[src/sv/lra_pkg.sv]
// ----------------------------------------------------------------------------
// lra_pkg: shared types and constants of the line rasterizer
// Coordinate widths, request and result payloads, and the command word that
// travels from the front end through the queue to the stepping engine.
// ----------------------------------------------------------------------------
`default_nettype none

package lra_pkg;

  // coordinate width, decision width and queue depth
  localparam int unsigned COORD_BITS  = 12;
  localparam int unsigned DEC_BITS    = COORD_BITS + 3;
  localparam int unsigned QUEUE_DEPTH = 2;

  // request opcode
  typedef enum logic {
    MODE_START = 1'b0,
    MODE_STEP  = 1'b1
  } mode_e;

  // input request payload
  typedef struct packed {
    mode_e                        mode;
    logic signed [COORD_BITS-1:0] start_x;
    logic signed [COORD_BITS-1:0] start_y;
    logic signed [COORD_BITS-1:0] finish_x;
    logic signed [COORD_BITS-1:0] finish_y;
  } in_req_t;

  // result payload
  typedef struct packed {
    logic signed [COORD_BITS-1:0] pixel_x;
    logic signed [COORD_BITS-1:0] pixel_y;
    logic                         valid_res;
    logic                         last;
  } out_res_t;

  // classified command held in the queue
  typedef struct packed {
    mode_e                        mode;
    logic signed [COORD_BITS-1:0] start_x;
    logic signed [COORD_BITS-1:0] start_y;
    logic signed [COORD_BITS-1:0] finish_x;
    logic signed [COORD_BITS-1:0] finish_y;
    logic                         x_neg;
    logic                         y_neg;
    logic                         steep;
    logic                         single;
    logic [COORD_BITS:0]          two_minor;
    logic [COORD_BITS:0]          two_diff;
    logic [DEC_BITS-1:0]          decision;
  } cmd_t;

endpackage

`default_nettype wire

[src/sv/line_raster_all_octants_top.sv]
// Path: front-end register, queue slot, then the registered result.
// Throughput: one request per clock, steps and starts alike, while out_ready_i
// does not stall the output; each step is one add and compare on the registered
// decision in the stepping engine.
// A two-entry command queue lets intake continue while a result waits.
// Reset (rst_ni low, asynchronous) empties the pipeline and ends any active line.
// ----------------------------------------------------------------------------
// line_raster_all_octants_top: Bresenham line rasterizer, all eight octants
// Front end sets up each line, a queue decouples it from the stepping engine
// that emits one pixel per start or step request while a line is active.
// ----------------------------------------------------------------------------
`default_nettype none

module line_raster_all_octants_top (
  input  wire               clk_i,
  input  wire               rst_ni,
  input  wire               in_valid_i,
  output logic              in_ready_o,
  input  lra_pkg::in_req_t  in_req_i,
  output logic              out_valid_o,
  input  wire               out_ready_i,
  output lra_pkg::out_res_t out_res_o
);
  import lra_pkg::*;

  cmd_t  front_cmd, queue_cmd;
  logic  front_valid, front_ready;
  logic  queue_valid, queue_ready;

  // request intake and line setup
  lra_front u_front (
    .clk_i       (clk_i),
    .rst_ni      (rst_ni),
    .in_valid_i  (in_valid_i),
    .in_ready_o  (in_ready_o),
    .in_req_i    (in_req_i),
    .cmd_valid_o (front_valid),
    .cmd_ready_i (front_ready),
    .cmd_o       (front_cmd)
  );

  // decoupling queue
  lra_queue u_queue (
    .clk_i        (clk_i),
    .rst_ni       (rst_ni),
    .push_valid_i (front_valid),
    .push_ready_o (front_ready),
    .push_cmd_i   (front_cmd),
    .pop_valid_o  (queue_valid),
    .pop_ready_i  (queue_ready),
    .pop_cmd_o    (queue_cmd)
  );

  // stepping engine
  lra_back u_back (
    .clk_i       (clk_i),
    .rst_ni      (rst_ni),
    .cmd_valid_i (queue_valid),
    .cmd_ready_o (queue_ready),
    .cmd_i       (queue_cmd),
    .out_valid_o (out_valid_o),
    .out_ready_i (out_ready_i),
    .out_res_o   (out_res_o)
  );

endmodule

`default_nettype wire

[src/sv/lra_front.sv]
// ----------------------------------------------------------------------------
// lra_front: request intake and line setup
// Registers each request with its absolute extents and directions, then
// picks the major axis and the starting decision as the command is queued.
// ----------------------------------------------------------------------------
`default_nettype none

module lra_front (
  input  wire               clk_i,
  input  wire               rst_ni,
  input  wire               in_valid_i,
  output logic              in_ready_o,
  input  lra_pkg::in_req_t  in_req_i,
  output logic              cmd_valid_o,
  input  wire               cmd_ready_i,
  output lra_pkg::cmd_t     cmd_o
);
  import lra_pkg::*;

  logic                         valid_q, valid_d;
  in_req_t                      req_q;
  logic [COORD_BITS-1:0]        adx_q, ady_q;
  logic                         xneg_q, yneg_q;

  logic signed [COORD_BITS:0]   dx_s, dy_s;
  logic [COORD_BITS:0]          dx_abs, dy_abs;
  logic                         take;

  logic                         steep;
  logic [COORD_BITS-1:0]        major, minor;
  logic [COORD_BITS-1:0]        diff;

  // intake handshake
  assign in_ready_o = !valid_q || cmd_ready_i;
  assign take       = in_valid_i && in_ready_o;

  // signed extents and their magnitudes
  always_comb begin
    dx_s   = {in_req_i.finish_x[COORD_BITS-1], in_req_i.finish_x}
           - {in_req_i.start_x[COORD_BITS-1], in_req_i.start_x};
    dy_s   = {in_req_i.finish_y[COORD_BITS-1], in_req_i.finish_y}
           - {in_req_i.start_y[COORD_BITS-1], in_req_i.start_y};
    dx_abs = dx_s[COORD_BITS] ? (~dx_s + 1'b1) : dx_s;
    dy_abs = dy_s[COORD_BITS] ? (~dy_s + 1'b1) : dy_s;
  end

  // stage valid
  always_comb begin
    valid_d = valid_q;
    if (take) begin
      valid_d = 1'b1;
    end else if (cmd_ready_i) begin
      valid_d = 1'b0;
    end
  end

  always_ff @(posedge clk_i or negedge rst_ni) begin
    if (!rst_ni) begin
      valid_q <= 1'b0;
    end else begin
      valid_q <= valid_d;
    end
  end

  // stage payload
  always_ff @(posedge clk_i) begin
    if (take) begin
      req_q  <= in_req_i;
      adx_q  <= dx_abs[COORD_BITS-1:0];
      ady_q  <= dy_abs[COORD_BITS-1:0];
      xneg_q <= dx_s[COORD_BITS] || (dx_s == '0);
      yneg_q <= dy_s[COORD_BITS] || (dy_s == '0);
    end
  end

  // axis choice and starting decision
  always_comb begin
    steep = !(adx_q > ady_q);
    major = steep ? ady_q : adx_q;
    minor = steep ? adx_q : ady_q;
    diff  = major - minor;

    cmd_o.mode      = req_q.mode;
    cmd_o.start_x   = req_q.start_x;
    cmd_o.start_y   = req_q.start_y;
    cmd_o.finish_x  = req_q.finish_x;
    cmd_o.finish_y  = req_q.finish_y;
    cmd_o.x_neg     = xneg_q;
    cmd_o.y_neg     = yneg_q;
    cmd_o.steep     = steep;
    cmd_o.single    = (major == '0);
    cmd_o.two_minor = {minor, 1'b0};
    cmd_o.two_diff  = {diff, 1'b0};
    cmd_o.decision  = {3'b000, major} - {2'b00, minor, 1'b0};
  end

  assign cmd_valid_o = valid_q;

endmodule

`default_nettype wire

[src/sv/lra_queue.sv]
// ----------------------------------------------------------------------------
// lra_queue: command queue between front end and stepping engine
// Small register queue so that intake and pixel output stall on their own.
// ----------------------------------------------------------------------------
`default_nettype none

module lra_queue (
  input  wire            clk_i,
  input  wire            rst_ni,
  input  wire            push_valid_i,
  output logic           push_ready_o,
  input  lra_pkg::cmd_t  push_cmd_i,
  output logic           pop_valid_o,
  input  wire            pop_ready_i,
  output lra_pkg::cmd_t  pop_cmd_o
);
  import lra_pkg::*;

  localparam int unsigned PtrBits = (QUEUE_DEPTH > 1) ? $clog2(QUEUE_DEPTH) : 1;
  localparam int unsigned CntBits = $clog2(QUEUE_DEPTH + 1);

  cmd_t                slot_q [QUEUE_DEPTH];
  logic [PtrBits-1:0]  wr_ptr_q, wr_ptr_d, rd_ptr_q, rd_ptr_d;
  logic [CntBits-1:0]  count_q, count_d;
  logic                push, pop;

  assign push_ready_o = (count_q != CntBits'(QUEUE_DEPTH));
  assign pop_valid_o  = (count_q != '0);
  assign push         = push_valid_i && push_ready_o;
  assign pop          = pop_valid_o && pop_ready_i;
  assign pop_cmd_o    = slot_q[rd_ptr_q];

  // pointer and fill count update
  always_comb begin
    wr_ptr_d = wr_ptr_q;
    rd_ptr_d = rd_ptr_q;
    count_d  = count_q;
    if (push) begin
      wr_ptr_d = (wr_ptr_q == PtrBits'(QUEUE_DEPTH - 1)) ? '0 : wr_ptr_q + 1'b1;
    end
    if (pop) begin
      rd_ptr_d = (rd_ptr_q == PtrBits'(QUEUE_DEPTH - 1)) ? '0 : rd_ptr_q + 1'b1;
    end
    if (push && !pop) begin
      count_d = count_q + 1'b1;
    end else if (pop && !push) begin
      count_d = count_q - 1'b1;
    end
  end

  always_ff @(posedge clk_i or negedge rst_ni) begin
    if (!rst_ni) begin
      wr_ptr_q <= '0;
      rd_ptr_q <= '0;
      count_q  <= '0;
    end else begin
      wr_ptr_q <= wr_ptr_d;
      rd_ptr_q <= rd_ptr_d;
      count_q  <= count_d;
    end
  end

  // slot storage
  always_ff @(posedge clk_i) begin
    if (push) begin
      slot_q[wr_ptr_q] <= push_cmd_i;
    end
  end

endmodule

`default_nettype wire

[src/sv/lra_back.sv]
// ----------------------------------------------------------------------------
// lra_back: stepping engine
// Holds the active line, advances one pixel per step command with the
// Bresenham decision, and drives the registered result.
// ----------------------------------------------------------------------------
`default_nettype none

module lra_back (
  input  wire               clk_i,
  input  wire               rst_ni,
  input  wire               cmd_valid_i,
  output logic              cmd_ready_o,
  input  lra_pkg::cmd_t     cmd_i,
  output logic              out_valid_o,
  input  wire               out_ready_i,
  output lra_pkg::out_res_t out_res_o
);
  import lra_pkg::*;

  // line state
  logic signed [COORD_BITS-1:0] cur_x_q, cur_x_d, cur_y_q, cur_y_d;
  logic signed [COORD_BITS-1:0] end_x_q, end_x_d, end_y_q, end_y_d;
  logic [COORD_BITS:0]          two_minor_q, two_minor_d, two_diff_q, two_diff_d;
  logic [DEC_BITS-1:0]          decision_q, decision_d;
  logic                         x_neg_q, x_neg_d, y_neg_q, y_neg_d;
  logic                         steep_q, steep_d, busy_q, busy_d;

  // result register
  logic                         out_valid_q, out_valid_d;
  out_res_t                     res_q, res_d;

  logic                         pop;
  logic                         minor_move;
  logic signed [COORD_BITS-1:0] step_x, step_y, next_x, next_y;
  logic                         fin;

  assign cmd_ready_o = !out_valid_q || out_ready_i;
  assign pop         = cmd_valid_i && cmd_ready_o;

  // one Bresenham step from the held state
  always_comb begin
    minor_move = decision_q[DEC_BITS-1] || (decision_q == '0);
    step_x     = x_neg_q ? '1 : COORD_BITS'(1);
    step_y     = y_neg_q ? '1 : COORD_BITS'(1);
    if (steep_q) begin
      next_y = cur_y_q + step_y;
      next_x = minor_move ? cur_x_q + step_x : cur_x_q;
      fin    = (next_y == end_y_q);
    end else begin
      next_x = cur_x_q + step_x;
      next_y = minor_move ? cur_y_q + step_y : cur_y_q;
      fin    = (next_x == end_x_q);
    end
  end

  // command execution
  always_comb begin
    cur_x_d     = cur_x_q;
    cur_y_d     = cur_y_q;
    end_x_d     = end_x_q;
    end_y_d     = end_y_q;
    two_minor_d = two_minor_q;
    two_diff_d  = two_diff_q;
    decision_d  = decision_q;
    x_neg_d     = x_neg_q;
    y_neg_d     = y_neg_q;
    steep_d     = steep_q;
    busy_d      = busy_q;
    out_valid_d = out_valid_q;
    res_d       = res_q;

    if (out_ready_i) begin
      out_valid_d = 1'b0;
    end

    if (pop) begin
      out_valid_d = 1'b1;
      unique case (cmd_i.mode)
        MODE_START: begin
          cur_x_d         = cmd_i.start_x;
          cur_y_d         = cmd_i.start_y;
          end_x_d         = cmd_i.finish_x;
          end_y_d         = cmd_i.finish_y;
          two_minor_d     = cmd_i.two_minor;
          two_diff_d      = cmd_i.two_diff;
          decision_d      = cmd_i.decision;
          x_neg_d         = cmd_i.x_neg;
          y_neg_d         = cmd_i.y_neg;
          steep_d         = cmd_i.steep;
          busy_d          = !cmd_i.single;
          res_d.pixel_x   = cmd_i.start_x;
          res_d.pixel_y   = cmd_i.start_y;
          res_d.valid_res = 1'b1;
          res_d.last      = cmd_i.single;
        end
        MODE_STEP: begin
          if (busy_q) begin
            cur_x_d         = next_x;
            cur_y_d         = next_y;
            decision_d      = minor_move ? decision_q + {2'b00, two_diff_q}
                                         : decision_q - {2'b00, two_minor_q};
            busy_d          = !fin;
            res_d.pixel_x   = next_x;
            res_d.pixel_y   = next_y;
            res_d.valid_res = 1'b1;
            res_d.last      = fin;
          end else begin
            res_d = '0;
          end
        end
        default: begin
          res_d = '0;
        end
      endcase
    end
  end

  // control and line state
  always_ff @(posedge clk_i or negedge rst_ni) begin
    if (!rst_ni) begin
      cur_x_q     <= '0;
      cur_y_q     <= '0;
      end_x_q     <= '0;
      end_y_q     <= '0;
      two_minor_q <= '0;
      two_diff_q  <= '0;
      decision_q  <= '0;
      x_neg_q     <= 1'b0;
      y_neg_q     <= 1'b0;
      steep_q     <= 1'b0;
      busy_q      <= 1'b0;
      out_valid_q <= 1'b0;
    end else begin
      cur_x_q     <= cur_x_d;
      cur_y_q     <= cur_y_d;
      end_x_q     <= end_x_d;
      end_y_q     <= end_y_d;
      two_minor_q <= two_minor_d;
      two_diff_q  <= two_diff_d;
      decision_q  <= decision_d;
      x_neg_q     <= x_neg_d;
      y_neg_q     <= y_neg_d;
      steep_q     <= steep_d;
      busy_q      <= busy_d;
      out_valid_q <= out_valid_d;
    end
  end

  // result payload
  always_ff @(posedge clk_i) begin
    res_q <= res_d;
  end

  assign out_valid_o = out_valid_q;
  assign out_res_o   = res_q;

endmodule

`default_nettype wire
[config.mk]
export PLATFORM = sky130hd
export DESIGN_NAME = line_raster_all_octants_top
export DESIGN_NICKNAME = d
export VERILOG_FILES = /design/src/sv/lra_pkg.sv /design/src/sv/line_raster_all_octants_top.sv /design/src/sv/lra_front.sv /design/src/sv/lra_queue.sv /design/src/sv/lra_back.sv
export SDC_FILE = /design/constraint.sdc
export NUM_CORES = 1
export LEC_CHECK = 0
export BUFFER_PORTS_ARGS = -buffer_cell sky130_fd_sc_hd__buf_4
export CELL_PAD_IN_SITES_DETAIL_PLACEMENT = 0
export CELL_PAD_IN_SITES_GLOBAL_PLACEMENT = 1
export CORE_MARGIN = 5
export CORE_UTILIZATION = 42
export CTS_BUF_LIST = sky130_fd_sc_hd__clkbuf_16
export CTS_CLUSTER_DIAMETER = 100
export DETAILED_ROUTE_END_ITERATION = 8
export GPL_TIMING_DRIVEN = 0
export PLACE_DENSITY = 0.7
export SYNTH_ARGS = -nofsm -noshare
export SYNTH_HDL_FRONTEND = slang
export SYNTH_HIERARCHICAL = 1
export SYNTH_SLANG_ARGS = --single-unit
export TNS_END_PERCENT = 30
[constraint.sdc]
create_clock -name clk_i -period 5.15 [get_ports clk_i]
set_input_delay 1.03 -clock clk_i [delete_from_list [all_inputs] [get_ports clk_i]]
set_output_delay 1.03 -clock clk_i [all_outputs]
set_load 0.02 [all_outputs]
[Word-level counts from Yosys, hierarchy flattened]
Memory sizes are Yosys's and may differ from the RTL's.
Index checks and enable logic that the tools add are counted.
Word-level totals
  register bits after elaboration: 200
  memories: 1
  output and inout bits: 28
  bits in writable memories: 184
  input port bits: 53
Cells by class
  reductions and logical operators: 27
  $add $sub $neg: 14
  $lt $le $gt $ge: 1
  mux-type cells: 32
  bitwise gates (word level): 3
  equality and inequality tests: 4
Memories
  u_queue.slot_q: depth 2, bits a word 92, rd ports 1, clocked after memory_dff 0, wr ports 1, RTL line lra_queue.sv:22  | cmd_t slot_q [QUEUE_DEPTH];
Operator list (number)
  $mux 12: 12
  $pmux 26 s2: 1
  $pmux 12 s2: 2
  $mux 15: 2
  $pmux 15 s2: 1
  $logic_not 13->1: 2
  $mux 26: 1
  $sub 12x12->13: 2
  $add 12x1->12 const B: 2
  $add 12x12->12: 2
  $eq 12x12->1: 2
  $not 12->12: 2
  $add 15x13->15: 1
  $logic_not 15->1: 1
  $sub 15x13->15: 1
  $sub 12x13->14: 1
  $gt 12x12->1: 1
  $logic_not 12->1: 1
  $sub 12x12->12: 1
  $mux 1: 10
  $reduce_bool 2->1: 4
  $logic_not 1->1: 7
  $logic_and 1x1->1: 5
  $logic_or 1x1->1: 5
  8 further kinds: 12

[Logic depth before layout (Yosys ltp)]
Gate-level depths: netlist (run 1).
  word-level depth: 7
  mapped depth: 25
  mapped depth without buffers: 21

[Hierarchy]
Netlist (run 1), hierarchy kept.
By module, submodules not included
  lra_back: area an instance 7862.5 um^2, cells an instance 899, instances 1, seq. area each 3133.0 um^2
  lra_queue: area an instance 7188.1 um^2, cells an instance 311, instances 1, seq. area each 5745.5 um^2
  lra_front: area an instance 5713.0 um^2, cells an instance 585, instances 1, seq. area each 2277.2 um^2

[Least setup slack after synthesis (run 1)]
OpenSTA, ideal clock, no wires.
  kind: reg2reg
  from: register u_queue.count_q[0]
  to: memory u_queue/slot_q[0][0] (netlist bit) (enable)
  setup time: 0.547 ns
  clock period less this slack: 5.076 ns
  cell stages (with the launch flop): 4
  data arrival time: 4.529 ns
  data required time: 4.603 ns
  buffers on the path: 0
  setup slack: 0.074 ns
  cell sequence: dfrtp_1 -> nand2b_1 -> nand2_1 -> nor2_1
On the way
  cells in the longest elaborated chain, start to end: 4
Ends and longest elaborated chain
  start: declaration: RTL line lra_queue.sv:24  | logic [CntBits-1:0] count_q, count_d;
  start signal: assignment: RTL line lra_queue.sv:59  | count_q <= count_d;
  $ne 2x2->1: RTL line lra_queue.sv:27  | assign push_ready_o = (count_q != CntBits'(QUEUE_DEPTH));
  net front_ready: RTL line line_raster_all_octants_top.sv:27  | logic front_valid, front_ready;
  $logic_and 1x1->1: RTL line lra_queue.sv:29  | assign push = push_valid_i && push_ready_o;
  $mux 1: RTL line lra_queue.sv:65  | if (push) begin
  $mux 1 (not written as such): RTL line lra_queue.sv:66  | slot_q[wr_ptr_q] <= push_cmd_i;
  end: declaration: RTL line lra_queue.sv:22
The timed path passes the listed nets, and every way through them passes these cells.

==> results of run 1 <==
## worst register-to-register path, delay by kind of cell (launching register included)
family | cells | cell delay [ns]
buffers and inverters | 5 | 0.62
multiplexers | 1 | 0.30
flip-flops | 1 | 0.43
AO/OA/AOI/OAI | 8 | 1.66
XOR/XNOR | 1 | 0.09
AND/OR/NAND/NOR | 2 | 0.24
adder cells (fa/ha/maj) | 4 | 1.23
## per-layer routing
layer | GRT usage, % | wire, microns | vias to the layer above
met4 | 4.34 | 1030 | 0
met5 | 0 | 0 | -
met1 | 28.5 | 24700 | 6686
li1 | - | - | 6778
met2 | 30.7 | 23600 | 351
met3 | 4.11 | 3170 | 70
## kinds of logic after synthesis
kind of cell	count (synthesis)	share of synthesized area, %
compound gates	384	12.4
xor+xnor	125	5.54
fa+ha+maj	92	5.74
buf+inv	183	3.99
flops	388	53.7
mux	136	8.12
other cells	1	0.0181
simple gates	486	10.5
## power by group
group / switching [uW] / total, uW / internal, uW
logic: 5930 / 10100 / 4180
registers: 679 / 5790 / 5110
clock network: 1260 / 3000 / 1730
## worst min-delay path by stage
stage | slack (ns) | to | cells past startpoint
global route | 0.32 | u_back/cur_y_q[6] | 1
finish | 0.32 | u_back/cur_y_q[6] | 1
detailed placement | 0.43 | u_queue/slot_q[0][54] | 0
CTS | 0.44 | u_queue/slot_q[1][54] | 0
global placement | 0.42 | u_queue/slot_q[0][72] | 0
floorplan | 0.42 | u_queue/slot_q[0][45] | 0
## synthesized netlist by cell type, types with 9 or more instances
library cell / count
mux2_2: 56
dfrtp_1: 99
ha_1: 84
a211oi_1: 9
o21ai_0: 95
edfxtp_1: 289
buf_6: 10
o211ai_1: 14
inv_1: 106
nor2_1: 67
o21ai_1: 10
o311ai_0: 9
o22ai_1: 36
a21boi_0: 10
xor2_1: 40
nor3_1: 31
xnor2_1: 81
o21a_1: 9
a21o_1: 21
nand3_1: 25
mux2_4: 50
nand2b_1: 15
nand2_1: 271
a21oi_1: 88
clkbuf_1: 40
nor2b_1: 17
mux2i_1: 29
buf_2: 9
## layout make-up
class / instances / share of cell area, %
clock inverters: 34 / 1.28
well taps: 664 / 3.47
flip-flops and latches: 388 / 46.5
inverters: 107 / 1.68
plain buffers: 73 / 1.77
multi-input cells: 1225 / 37.3
repair buffers: 98 / 3.49
clock buffers: 43 / 4.49
## stage by stage
step	worst slack, ns	hold slack, ns
after floorplan	0.0741	0.421
after global placement	-2.22	0.422
after detailed placement	-0.708	0.429
after CTS	0.00123	0.442
after global routing	-0.00551	0.320
final	0.312	0.322
## repair_timing
item	4_1_cts	5_1_grt
cloned	0	0
pin swaps	5	4
buffers inserted	8	4
setup endpoints to repair	20	16
gates resized for setup	20	16
## registers in the layout, indices dropped and copies added, names as in the netlist, 13 cells and up
| register | flops |
|---|---|
| u_back/decision_q | 15 |
| u_queue/slot_q | 188 |
| u_front/cmd_o | 49 |
| u_back/out_res_o | 26 |
| u_back/two_diff_q | 13 |
| u_back/two_minor_q | 13 |
==> flow_metrics.tcl, run 1 <==
set metrics [dict create \
    tritoncts_num_sinks 388 \
    slew_viol_final 0 \
    crit_cells 21 \
    final_util_pct 49.0 \
    io_buffers 80 \
    core_region_area_sq_um 49000 \
    period_needed_ns 4.84 \
    dr.pass1.iters 5 \
    synth_edf_count 289 \
    netlist_top_cells_area "edfxtp_1, dfrtp_1, ha_1" \
    setup_viol 0 \
    antenna_found_initial 1 \
    synthCells 1795 \
    peakVddDrop_v 0.000302 \
    multiInputGateArea_sq_um 8930 \
    fin_skew_ns 0.0304 \
    antenna_left 0 \
    r2r_start "u_front/ady_q[10]" \
    worstRegToRegCells 21 \
    r2r_end "u_queue/slot_q[1][11]" \
    period_share_pct 94.0 \
    drv_cap 0 \
    drc 0 \
    cp-end-kind "flip-flop" \
    ys_ff_latch 388 \
    grt_use_total_pct 19.7 \
    cpPeakStageDelay_ns 0.43 \
    cp.required_ns 5.46 \
    path_class "reg2reg" \
    path_buf_inv 5 \
    dieArea_sq_um 54000 \
    yosys.area.top_type "edfxtp_1" \
    finalWirelength_microns 52400 \
    place_hpwl_microns 39700 \
    holdBufCountCts 0 \
    cts_buffer_depth 3 \
    vias 13885 \
    yosysSeqAreaShare_pct 53.7 \
    cp.arrival_ns 5.14 \
    cp_cell_sequence "inv_1 -> ha_2 -> nand4_4 -> a2111oi_4 -> o31a_4 -> buf_12 -> buf_6 -> buf_6 -> nor2_1 -> a21oi_2 -> ha_1 -> fa_2 -> inv_1 -> a21o_1 -> maj3_1 -> mux2_2 -> o21ai_0 -> a22o_1 -> o211ai_2 -> a21oi_2 -> xnor2_2" \
    place_congestion 0.885 \
    status "finished clean" \
    setup-tns-final_ns 0 \
    grt_overflow 0 \
    tritoncts "yes" \
    power.density_nw_per_um2 788 \
    hold_path.class "in2async" \
    syn_area_per_cell_sq_um 11.6 \
    p_total_uw 18900 \
    placed_area_sq_um 22300 \
    p_leak_uw 0.00968 \
    wl_per_cell_microns 19.9 \
    antenna_cells 0 \
    chipHeight_microns 232 \
    crit_path_max_fanout 19 \
    grt_start_max_net_pins 100 \
    slowest_stage "edfxtp_1" \
    boundaryPins 81 \
    htreeDepth 2 \
    relSlewSlack_pct 28.5 \
    synth_area_sq_um 20800 \
    ff2ff_setup_slack_ns 0.31 \
    crit_family "compound AO/OA/AOI/OAI gates" \
    grt_pass1_vias 13980 \
    critical_path.endpoint "u_queue/slot_q[1][11]" \
    finalHoldViolations 0 \
    dp_cells 2545 \
    mostFrequentLayoutCells "edfxtp_1, nand2_1, inv_1" \
    rows 81 \
    design_area_sq_um 24000 \
    yosys_warnings 6 \
    fill_cells 4348 \
    final_common_cell "edfxtp_1" \
    grt_pass1_wl_microns 82400 \
    seq_area_sq_um 11200 \
    cts-root-buf "clkbuf_16" \
    worstMarginPinSlew_ns 1.07 \
    worstSetupStartpointType "flip-flop" \
    die-width_microns 232 \
    layout.cells.non_filler 2632 \
    cts.reportedPaths.clkPinSlew_ns 0.06 \
    synth_flop_cell "edfxtp_1" \
    async_flop_share_pct 25.5 \
    critPathLaunch "u_front/ady_q[10]" \
    drive_above_1_share_pct 17.7 \
    ys_types 99 \
    numCtsBuffers 43 \
    via_per_inst 5.28 \
    start_util_pct 42.4 \
    first_iter_violations 1115 \
    clock_latency_ns 0.59 \
    nNetsFinal 2079 \
    fmax_ghz 0.207 \
    synthToLayoutAreaGrowth_pct 15.4 \
    synth_top_area_share_pct 41.8 \
]
(Power assumes the default switching activity.)
==> run 2, diff against run 1 <==
Settings changed: PLACE_DENSITY 0.7 to 0.74.
==> run 2 against run 1 <==
Sequential share of layout area about the same. Fmax decreased by 0.76%. Via count increased by 0.81%. Setup slack got worse by 0.037 ns. Global-route usage decreased by 0.19 points. Hold slack got worse by 0.081 ns. Clock-buffer cell count increased by 1. Clock skew increased by 0.0086 ns. Largest power group unchanged. Highest routed layer unchanged.
==> flow_metrics.tcl, run 2 (synthesis gave the netlist of run 1 again) <==
set metrics [dict create \
    status "finished clean" \
    dieArea_sq_um 54000 \
    grt_use_total_pct 19.5 \
    finalWirelength_microns 52300 \
    grt_start_max_net_pins 100 \
    largest_register "u_queue/slot_q" \
    worstMarginPinSlew_ns 1.01 \
    period_share_pct 94.7 \
    crit_path_max_fanout 19 \
    antenna_left 0 \
    dr.pass1.iters 5 \
    place_hpwl_microns 39500 \
    worstSetupStartpointType "flip-flop" \
    layout.cells.non_filler 2637 \
    cp.required_ns 5.59 \
    cp-end-kind "flip-flop" \
    wl_per_cell_microns 19.8 \
    boundaryPins 81 \
    setup-tns-final_ns 0 \
    via_per_inst 5.31 \
    setup_viol 0 \
    grt_overflow 0 \
    p_leak_uw 0.00970 \
    vias 13997 \
    start_util_pct 42.4 \
    mostFrequentLayoutCells "edfxtp_1, nand2_1, inv_1" \
    p_int_uw 11000 \
    path_class "reg2reg" \
    final_common_cell "edfxtp_1" \
    fill_cells 4343 \
    core_region_area_sq_um 49000 \
    numCtsBuffers 43 \
    cp.arrival_ns 5.32 \
    grt_pass1_wl_microns 81800 \
    antenna_cells 0 \
    worstRegToRegCells 22 \
    cts.reportedPaths.clkPinSlew_ns 0.06 \
    fin_skew_ns 0.0390 \
    period_needed_ns 4.88 \
    p_sw_uw 7870 \
    cts_buffer_depth 3 \
    peakVddDrop_v 0.000278 \
    tritoncts_num_sinks 388 \
    switching_share_pct 41.7 \
    r2r_start "u_front/ady_q[1]" \
    largest_register_ffs 188 \
    nNetsFinal 2083 \
    chipHeight_microns 232 \
    power.density_nw_per_um2 787 \
    ff2ff_setup_slack_ns 0.27 \
    clockPowerShare_pct 15.8 \
    drv_cap 0 \
    rows 81 \
    grt_pass1_vias 13791 \
    clock_latency_ns 0.59 \
    finalHoldViolations 0 \
    first_iter_violations 1132 \
    relSlewSlack_pct 32.5 \
    cts-root-buf "clkbuf_16" \
    fmax_ghz 0.205 \
    p_comb_share_pct 53.5 \
    antenna_found_initial 0 \
    tritoncts "yes" \
    htreeDepth 2 \
    pwr-share-seq_pct 30.6 \
    synthToLayoutAreaGrowth_pct 15.5 \
    place_congestion 0.906 \
    rsz0062_at_grt "true" \
    drc 0 \
    io_buffers 80 \
    slew_viol_final 0 \
    r2r_end "u_queue/slot_q[0][14]" \
    p_total_uw 18900 \
    hold_path.class "in2async" \
    dp_cells 2546 \
    drive_above_1_share_pct 17.6 \
    die-width_microns 232 \
]
## run 2: changes by cell type in the layout (fill, tap and decap cells not counted), moves of 2 or more
cell	change
clkinv_1	+5
buf_4	+2
ha_4	-2
buf_16	+2
inv_1	-2
clkinvlp_4	-3
## run 2: worst max path at each step
stage,startpoint,endpoint,depth (start not counted)
2_1_floorplan,u_queue/count_q[0],u_queue/slot_q[0][0],3
3_3_place_gp,u_queue/count_q[0],u_queue/slot_q[0][25],3
3_5_place_dp,u_front/ady_q[3],u_queue/slot_q[0][14],23
4_1_cts,u_front/ady_q[9],u_queue/slot_q[0][14],22
5_1_grt,u_front/ady_q[2],u_queue/slot_q[0][14],22
6_report,u_front/ady_q[1],u_queue/slot_q[0][14],22
## run 2: repair_timing
action                     CTS  global route
hold buffers                 0             0
buffers inserted             8             6
gates resized for setup     14            19
pin swaps                    3             4
setup endpoints to repair   18            16
gates cloned                 0             0
## run 2: critical path, stage by stage (launching register included)
cell	delay [ns]
edfxtp_1	0.48
inv_1	0.13
ha_4	0.31
nor2b_1	0.16
o21ai_2	0.09
a2111oi_4	0.33
o31a_4	0.25
buf_12	0.16
buf_6	0.16
buf_6	0.15
nor2_1	0.06
a21oi_2	0.15
ha_1	0.21
fa_1	0.21
inv_1	0.05
a21o_1	0.18
maj3_1	0.37
mux2_2	0.30
o21ai_0	0.16
a22o_1	0.23
o211ai_2	0.14
o31ai_4	0.28
buf_4	0.15
## run 2: stage by stage
stage	setup WS [ns]	area (sq um)	hold WS (ns)	utilization [%]
floorplan	0.0741	20800	0.421	-
global placement	-2.29	22200	0.424	45.3
detailed placement	-0.619	22400	0.430	45.7
CTS	0.00329	23800	0.445	48.7
global route	-0.0163	24000	0.229	49.0
finish	0.274	24000	0.241	49.0
## run 2: layout make-up
| cell class | count | area (sq um) | area share (%) |
|---|---|---|---|
| clock inverter | 34 | 277 | 1.15 |
| timing repair buffer | 101 | 887 | 3.70 |
| tap | 664 | 831 | 3.46 |
| sequential | 388 | 11200 | 46.5 |
| inverter | 107 | 402 | 1.67 |
| multi-input combinational | 1225 | 8900 | 37.1 |
| buffer | 74 | 432 | 1.80 |
| clock buffer | 44 | 1100 | 4.59 |
## run 2: routing by layer
| metal | track usage [%] | part of all wire [%] |
|---|---|---|
| met1 | 28.5 | 47 |
| met2 | 30.3 | 45 |
| met3 | 2.47 | 5.3 |
| met4 | 6.09 | 2.7 |
| met5 | 0 | 0 |
## run 2: power groups by stage
stage	Sequential, uW	Combinational (uW)	Clock, uW
after CTS	5790	10000	3070
after global placement	5910	9640	0
after global routing	5920	11100	3200
final	5780	10100	2990
after floorplan	5800	7150	0
after detailed placement	5850	9890	0
==> run 3, diff against run 2 <==
Settings changed: PLACE_DENSITY 0.74 to 0.71.
Clock period 5.15 ns to 5.68 ns, I/O delays scaled along.
==> run 3 against run 2 <==
Sequential cell count did not move. Cell count fell by 0.30%. Combinational power is 10% lower.
==> flow_metrics.tcl, run 3 (synthesis gave the netlist of run 1 again) <==
set metrics [dict create \
    io_buffers 80 \
    design_area_sq_um 23800 \
    power.density_nw_per_um2 713 \
    worstSetupStartpointType "flip-flop" \
    clock_latency_ns 0.59 \
    grt_use_total_pct 19.5 \
    slew_viol_final 0 \
    dr.pass1.iters 5 \
    placed_area_sq_um 22300 \
    largest_register "u_queue/slot_q" \
    mostFrequentLayoutCells "edfxtp_1, nand2_1, inv_1" \
    path_buf_inv 6 \
    grt_pass1_wl_microns 81200 \
    nNetsFinal 2076 \
    cts-root-buf "clkbuf_16" \
    finalWorstSetupSlack_ns 0.340 \
    ff2ff_setup_slack_ns 0.34 \
    antenna_cells 0 \
    status "finished clean" \
    drive_above_1_share_pct 16.9 \
    worstMarginPinSlew_ns 1.11 \
    slowest_stage "edfxtp_1" \
    crit_family "compound AO/OA/AOI/OAI gates" \
    cp-end-kind "flip-flop" \
    htreeDepth 2 \
    cts.reportedPaths.clkPinSlew_ns 0.06 \
    cp_cell_sequence "inv_1 -> ha_1 -> nor2b_1 -> o21ai_2 -> a2111oi_4 -> o31a_4 -> buf_12 -> buf_4 -> clkbuf_4 -> clkbuf_4 -> nor2_1 -> a21oi_2 -> ha_2 -> fa_1 -> inv_1 -> a21o_1 -> maj3_1 -> mux2_2 -> o21ai_0 -> a22o_1 -> o211ai_2 -> a21oi_2 -> xnor2_1" \
    cpPeakStageDelay_ns 0.49 \
    grt_start_max_net_pins 100 \
    start_util_pct 42.4 \
    fill_cells 4374 \
    numCtsBuffers 43 \
    drc 0 \
    place_congestion 0.883 \
    p_total_uw 17000 \
    path_class "reg2reg" \
    grt_overflow 0 \
    peakVddDrop_v 0.000260 \
    grt_pass1_vias 13814 \
    worstRegToRegCells 23 \
    vias 13915 \
    finalWirelength_microns 51900 \
    tritoncts_num_sinks 388 \
    die-width_microns 232 \
    place_hpwl_microns 39500 \
    core_region_area_sq_um 49000 \
    dieArea_sq_um 54000 \
    chipHeight_microns 232 \
    r2r_end "u_queue/slot_q[0][11]" \
    boundaryPins 81 \
    first_iter_violations 1240 \
    rows 81 \
    final_common_cell "edfxtp_1" \
    rsz0062_at_grt "false" \
    r2r_start "u_front/ady_q[1]" \
    finalHoldViolations 0 \
    period_share_pct 94.0 \
    cp.arrival_ns 5.66 \
    crit_path_max_fanout 10 \
    fmax_ghz 0.187 \
    synthToLayoutAreaGrowth_pct 14.7 \
    antenna_found_initial 2 \
    tritoncts "yes" \
    p_leak_uw 0.00966 \
    cts_buffer_depth 3 \
    cp.required_ns 6.00 \
    period_needed_ns 5.34 \
    via_per_inst 5.29 \
    largest_register_ffs 188 \
    hold_path.class "in2async" \
    relSlewSlack_pct 25.8 \
    setup_viol 0 \
    wl_per_cell_microns 19.7 \
    antenna_left 0 \
    drv_cap 0 \
    pre_cts_ws_ns -0.351 \
    fin_skew_ns 0.0281 \
]
[run 3: worst register-to-register path, stage by stage (launching register included)]
cell,delay [ns]
edfxtp_1,0.49
inv_1,0.11
ha_1,0.37
nor2b_1,0.20
o21ai_2,0.09
a2111oi_4,0.45
o31a_4,0.20
buf_12,0.13
buf_4,0.18
clkbuf_4,0.23
clkbuf_4,0.23
nor2_1,0.07
a21oi_2,0.15
ha_2,0.22
fa_1,0.20
inv_1,0.06
a21o_1,0.16
maj3_1,0.38
mux2_2,0.31
o21ai_0,0.17
a22o_1,0.25
o211ai_2,0.16
a21oi_2,0.18
xnor2_1,0.10
[run 3: worst max path at each step]
stage                                        to  slack [ns]  depth (start not counted)          startpoint
after floorplan            u_queue/slot_q[0][0]        0.60                          3  u_queue/count_q[0]
after global placement    u_queue/slot_q[0][24]       -1.86                          3  u_queue/count_q[0]
after detailed placement  u_queue/slot_q[0][14]       -0.35                         21    u_front/ady_q[8]
after CTS                 u_queue/slot_q[0][14]        0.04                         23    u_front/ady_q[1]
after global routing      u_queue/slot_q[0][11]        0.04                         23    u_front/ady_q[1]
final                     u_queue/slot_q[0][11]        0.34                         23    u_front/ady_q[1]
[run 3: power by group]
part / leakage [uW] / internal (uW) / switching [uW] / total (uW)
sequential: 0.00393 / 4630 / 621 / 5250
combinational: 0.00501 / 3730 / 5330 / 9060
clock: 0.000719 / 1520 / 1130 / 2660
total: 0.00966 / 9890 / 7080 / 17000
[run 3: routing by layer]
| metal | vias up | global-route usage (%) | part of all wire [%] |
|---|---|---|---|
| li1 | 6791 | - | - |
| met2 | 332 | 30.0 | 44 |
| met5 | - | 0 | 0 |
| met3 | 78 | 2.73 | 4.9 |
| met1 | 6714 | 28.8 | 48 |
| met4 | 0 | 5.83 | 3.0 |
[run 3: metrics by stage]
stage               setup TNS, ns  cells  utilization, %  hold WS, ns
floorplan                       0   1796               -        0.421
global route                    0   2629            48.7        0.310
detailed placement          -2.05   2545            45.6        0.429
CTS                             0   2626            48.5        0.441
global placement          -174.17   2540            45.3        0.422
finish                          0   2629            48.7        0.340
[run 3: timing repair]
| action | 4_1_cts | 5_1_grt |
|---|---|---|
| pin swaps | 2 | 3 |
| hold buffers | 0 | 0 |
| setup buffers | 5 | 3 |
| gates resized for setup | 3 | 10 |
| setup endpoints to repair | 16 | 16 |
| hold endpoints to repair | 0 | 0 |
[run 3: final cells by class]
class	instances	area (sq um)	area share, %
clock buffers	43	1080	4.52
flip-flops and latches	388	11200	46.8
repair buffers	94	815	3.42
multi-input cells	1225	8840	37.1
inverters	107	402	1.69
plain buffers	74	424	1.78
clock inverters	34	275	1.16
well taps	664	831	3.49
